### src/rtl/aes_ctr_ram.sv
// ----------------------------------------------------------------------------
// aes_ctr_ram - generic single-port-write, single-port-read RAM
// One write and one registered read per cycle.
// ----------------------------------------------------------------------------
module aes_ctr_ram #(
  parameter int Width = 128,
  parameter int Depth = 11
) (
  input  logic                     clk,
  input  logic                     we,
  input  logic [$clog2(Depth)-1:0] waddr,
  input  logic [Width-1:0]         wdata,
  input  logic [$clog2(Depth)-1:0] raddr,
  output logic [Width-1:0]         rdata
);

  logic [Width-1:0] mem [Depth];

  // write port
  always_ff @(posedge clk) begin
    if (we) begin
      mem[waddr] <= wdata;
    end
  end

  // registered read port
  always_ff @(posedge clk) begin
    rdata <= mem[raddr];
  end

endmodule

### config.mk
export PLATFORM = sky130hd
export DESIGN_NAME = aes_ctr_ram
export DESIGN_NICKNAME = d
export VERILOG_FILES = /design/src/rtl/aes_ctr_ram.sv
export SDC_FILE = /design/constraint.sdc
export NUM_CORES = 1
export LEC_CHECK = 0
export ABC_CLOCK_PERIOD_IN_PS = 9660
export BUFFER_PORTS_ARGS = -buffer_cell sky130_fd_sc_hd__buf_2
export CAP_MARGIN = 20
export CORE_AREA = 2 2 441 443
export CTS_CLUSTER_SIZE = 24
export DETAILED_ROUTE_END_ITERATION = 12
export DIE_AREA = 0 0 443 445
export GPL_TIMING_DRIVEN = 1
export PLACE_DENSITY = 0.53
export REMOVE_ABC_BUFFERS = 1
export SETUP_SLACK_MARGIN = 0.1
export SLEW_MARGIN = 20
export SYNTH_ARGS = -nofsm -noshare
export SYNTH_HDL_FRONTEND = slang
export SYNTH_SLANG_ARGS = --single-unit
### constraint.sdc
create_clock -name clk -period 9.66 [get_ports clk]
set_clock_uncertainty 0.1 [all_clocks]
set_input_delay 0 -clock clk [delete_from_list [all_inputs] [get_ports clk]]
set_output_delay 0 -clock clk [all_outputs]
set_load 0.01 [all_outputs]
# ---- Yosys cells after proc, flatten, opt, wreduce, memory -nomap -nowiden
# Memory sizes are Yosys's and may differ from the RTL's. A register that Yosys moved wholly into a read port is not among the register bits.
# Index checks and enable logic that the tools add are counted.
dict set report classes {
  muxes 2
}
# operator count
set op_table {}
lappend op_table {{$mux W1} 2}
dict set report word_totals {
  wordCells 3
  n_memories 1
  regBits 0
  ram_bits 1408
  out_inout_bits 128
  inputBits 138
}
# name depth word_bits read_ports rd_clocked_by_memory_dff write_ports line_no
set mem_list {}
lappend mem_list {mem 11 128 1 1 1 17} ;# logic [Width-1:0] mem [Depth];

# ---- Longest topological paths before layout
dict set report logic_depth {
  word_depth 2
  ltp_mapped 6
  depth_no_buf 3
}

# ---- Least setup slack after synthesis
# OpenSTA, ideal clock, no wires.
dict set report synth_timing {
  path_type {input to register}
  from {input port waddr[3]}
  to {memory mem[0][0], enable pin}
  arrival_time_ns 9.154
  required_time_ns 8.786
  setup_ns 0.774
  slack_ns -0.368
  path_stages 2
  n_path_buf 0
  path_cell_list {or3b_2 nor3_1}
}
# element line_no
set synth_lines {}
lappend synth_lines {{start: declaration} 11} ;# input logic [$clog2(Depth)-1:0] waddr,
lappend synth_lines {{end: declaration} 17}
# Straight into the memory's write port.

==> flow_summary.json <==
{
  "hold_path.class": "in2reg",
  "avgSynthCellArea_um2": 19.0,
  "setup_viol": 0,
  "crit_path_frequent_cell": "dlygate4sd3_1",
  "setup_slack_ns": 6.26,
  "peakVddDrop_mv": 0.169,
  "synthCells": 3021,
  "syn2layout_area_growth_pct": 20.9,
  "drt_iter0_markers": 1921,
  "cts_max_level": 4,
  "hpwl_mm": 72.0,
  "num-fill-cells": 17900,
  "overflow": 0,
  "postPlaceCellArea_um2": 61600,
  "vias": 29400,
  "tns_ns": 0,
  "drc": 0,
  "start_kind": "input pin",
  "slew_violations": 0,
  "cts_sinks": 1536,
  "grt.total_usage_pct": 14.4,
  "path_buf_inv": 5,
  "cp_max_fo": 120,
  "grt_max_degree": 152,
  "async_flop_share_pct": 0,
  "io_buffers": 265,
  "ctsResizeCount": 0,
  "synth-seq-cells": 1536,
  "coreArea_um2": 192000,
  "cts_root_buf": "clkbuf_16",
  "gp_congestion": 0.693,
  "viasPerCell": 4.70,
  "rows": 161,
  "holdPathStages": 2,
  "rsz0062_at_grt": "false",
  "fmax_ghz": 0.294,
  "wl_per_cell_um": 23.1,
  "relSlewSlack_pct": 28.2,
  "clkSlewWorstSetupHoldPaths_ns": 0.06,
  "synth.cell_area_um2": 57500,
  "synthFlopType": "edfxtp_1",
  "reg2reg_depth": 5,
  "critPathKind": "in2reg",
  "drt_wl_total_mm": 144,
  "powerDensity_nw_per_um2": 208,
  "die_w_um": 443,
  "grt_antenna_before_repair": 16,
  "reg2reg_slack_ns": 7.41,
  "critical-path-top-delay-family": "buffers and inverters",
  "drt-pass1-iter-count": 5,
  "grt_pass1_vias": 30500,
  "tritoncts": "built",
  "regArea_um2": 44800,
  "totalPowerFinal_mw": 14.4,
  "period_share_pct": 35.2,
  "grt_pass1_wl_mm": 210,
  "layout_common_cells": "edfxtp_1, mux2_2, buf_2",
  "dpl_worst_slack_ns": 6.21,
  "path_cells": "dlygate4sd3_1 -> buf_8 -> buf_12 -> mux2_2 -> o211ai_1 -> dlygate4sd3_1 -> o31ai_1 -> dlygate4sd3_1",
  "slowest_stage": "buf_8",
  "postCtsHoldBufs": 261,
  "ant_nets": 0,
  "cp_num_cells": 8,
  "worst_slew_pin_slew_ns": 1.08,
  "final_nets": 3722,
  "cp-end-kind": "flop",
  "design_area_um2": 69500,
  "outcome": "complete, no violations",
  "layout-drive-gt1-share_pct": 25.2,
  "critPathMaxStageDelay_ns": 0.66,
  "hold_viol": 0,
  "worstSkewPairLatency_ns": 0.81,
  "cp.required_ns": 10.26,
  "final_common_cell": "edfxtp_1",
  "post-route-min-period_ns": 3.40,
  "die_y_um": 445,
  "cts_setup_buffers": 0,
  "synth_edf_count": 1408,
  "ios": 266,
  "seq_area_frac_synth_pct": 78.0,
  "crit_arrival_ns": 4.00,
  "drv_cap": 0,
  "p_leak_nw": 23.2,
  "multi_input_area_um2": 11700,
  "dieArea_um2": 197000,
  "cts_max_path_buffers": 3,
  "yosys_warnings": 0,
  "yosysUniqueCellTypes": 20,
  "initial_core_util_pct": 29.9,
  "cts_buffers": 166
}
==> path summary, 6_finish.rpt <==
check | to | startpoint
worst max-delay path | rdata[19] | raddr[0]
worst min-delay path | mem[5][70] | wdata[70]
worst max register to register | rdata[19] | mem[9][19]
worst min register to register | rdata[118] | mem[10][118]
==> routing by layer <==
layer  share of wire (%)  GRT usage (%)  routed length [um]  vias up
met5               0.048              0                  69        -
li1                    -              -                   -    13400
met1                  42           17.9               61200    15300
met3                 3.6           2.51                5210      229
met2                  52           25.5               74400      532
met4                 2.3           4.13                3330       12
==> stage by stage <==
step	cells	utilization (%)	hold slack [ns]
after floorplan	2837	-	-0.00113
after global placement	5681	32.1	0.214
after detailed placement	5681	32.1	0.217
after CTS	6249	36.2	0.00123
after global routing	6252	36.2	0.0333
final	6254	36.2	0.0470
==> cell type report <==
cell class / count / area share, %
multi-input cells: 1301 / 16.9
clock inverters: 63 / 0.942
well taps: 2526 / 4.55
flip-flops and latches: 1536 / 64.5
repair buffers: 579 / 6.45
clock buffers: 244 / 6.62
diodes: 5 / 0.0180
==> synth_stat cells (3+ instances only) <==
master,count,area [um2]
mux2_2,384,4320
buf_6,13,146
clkbuf_1,93,349
buf_2,28,140
o22ai_1,128,801
buf_4,42,315
mux2i_1,256,2560
edfxtp_1,1408,42300
nor2_1,9,33.8
nor3_1,3,15.0
a22o_1,128,1120
nand2b_1,131,820
dfxtp_1,128,2560
o31ai_1,128,961
o211ai_1,128,961
buf_1,8,30.0
==> flip-flops by register name (all words and copies together), names as in the netlist <==
signal  count
rdata     128
mem      1408
==> power breakdown <==
group          leakage (nW)  switching [mW]  internal (mW)
Combinational          6.87           0.481          0.335
Sequential             13.8          0.0550           7.44
Clock                  2.51            2.58           3.53
==> logic make-up (layout without fill, tap and decap cells) <==
kind of cell / Yosys count / in the layout / synth area share (%)
buffers and inverters: 184 / 886 / 1.71
other: 0 / 5 / 0
muxes: 640 / 640 / 12.0
AOI/OAI and AO/OA: 512 / 512 / 6.69
and+or+nand+nor: 149 / 149 / 1.58
DFF: 1536 / 1536 / 78.0
No activity file was read; power rests on OpenSTA's default activity.
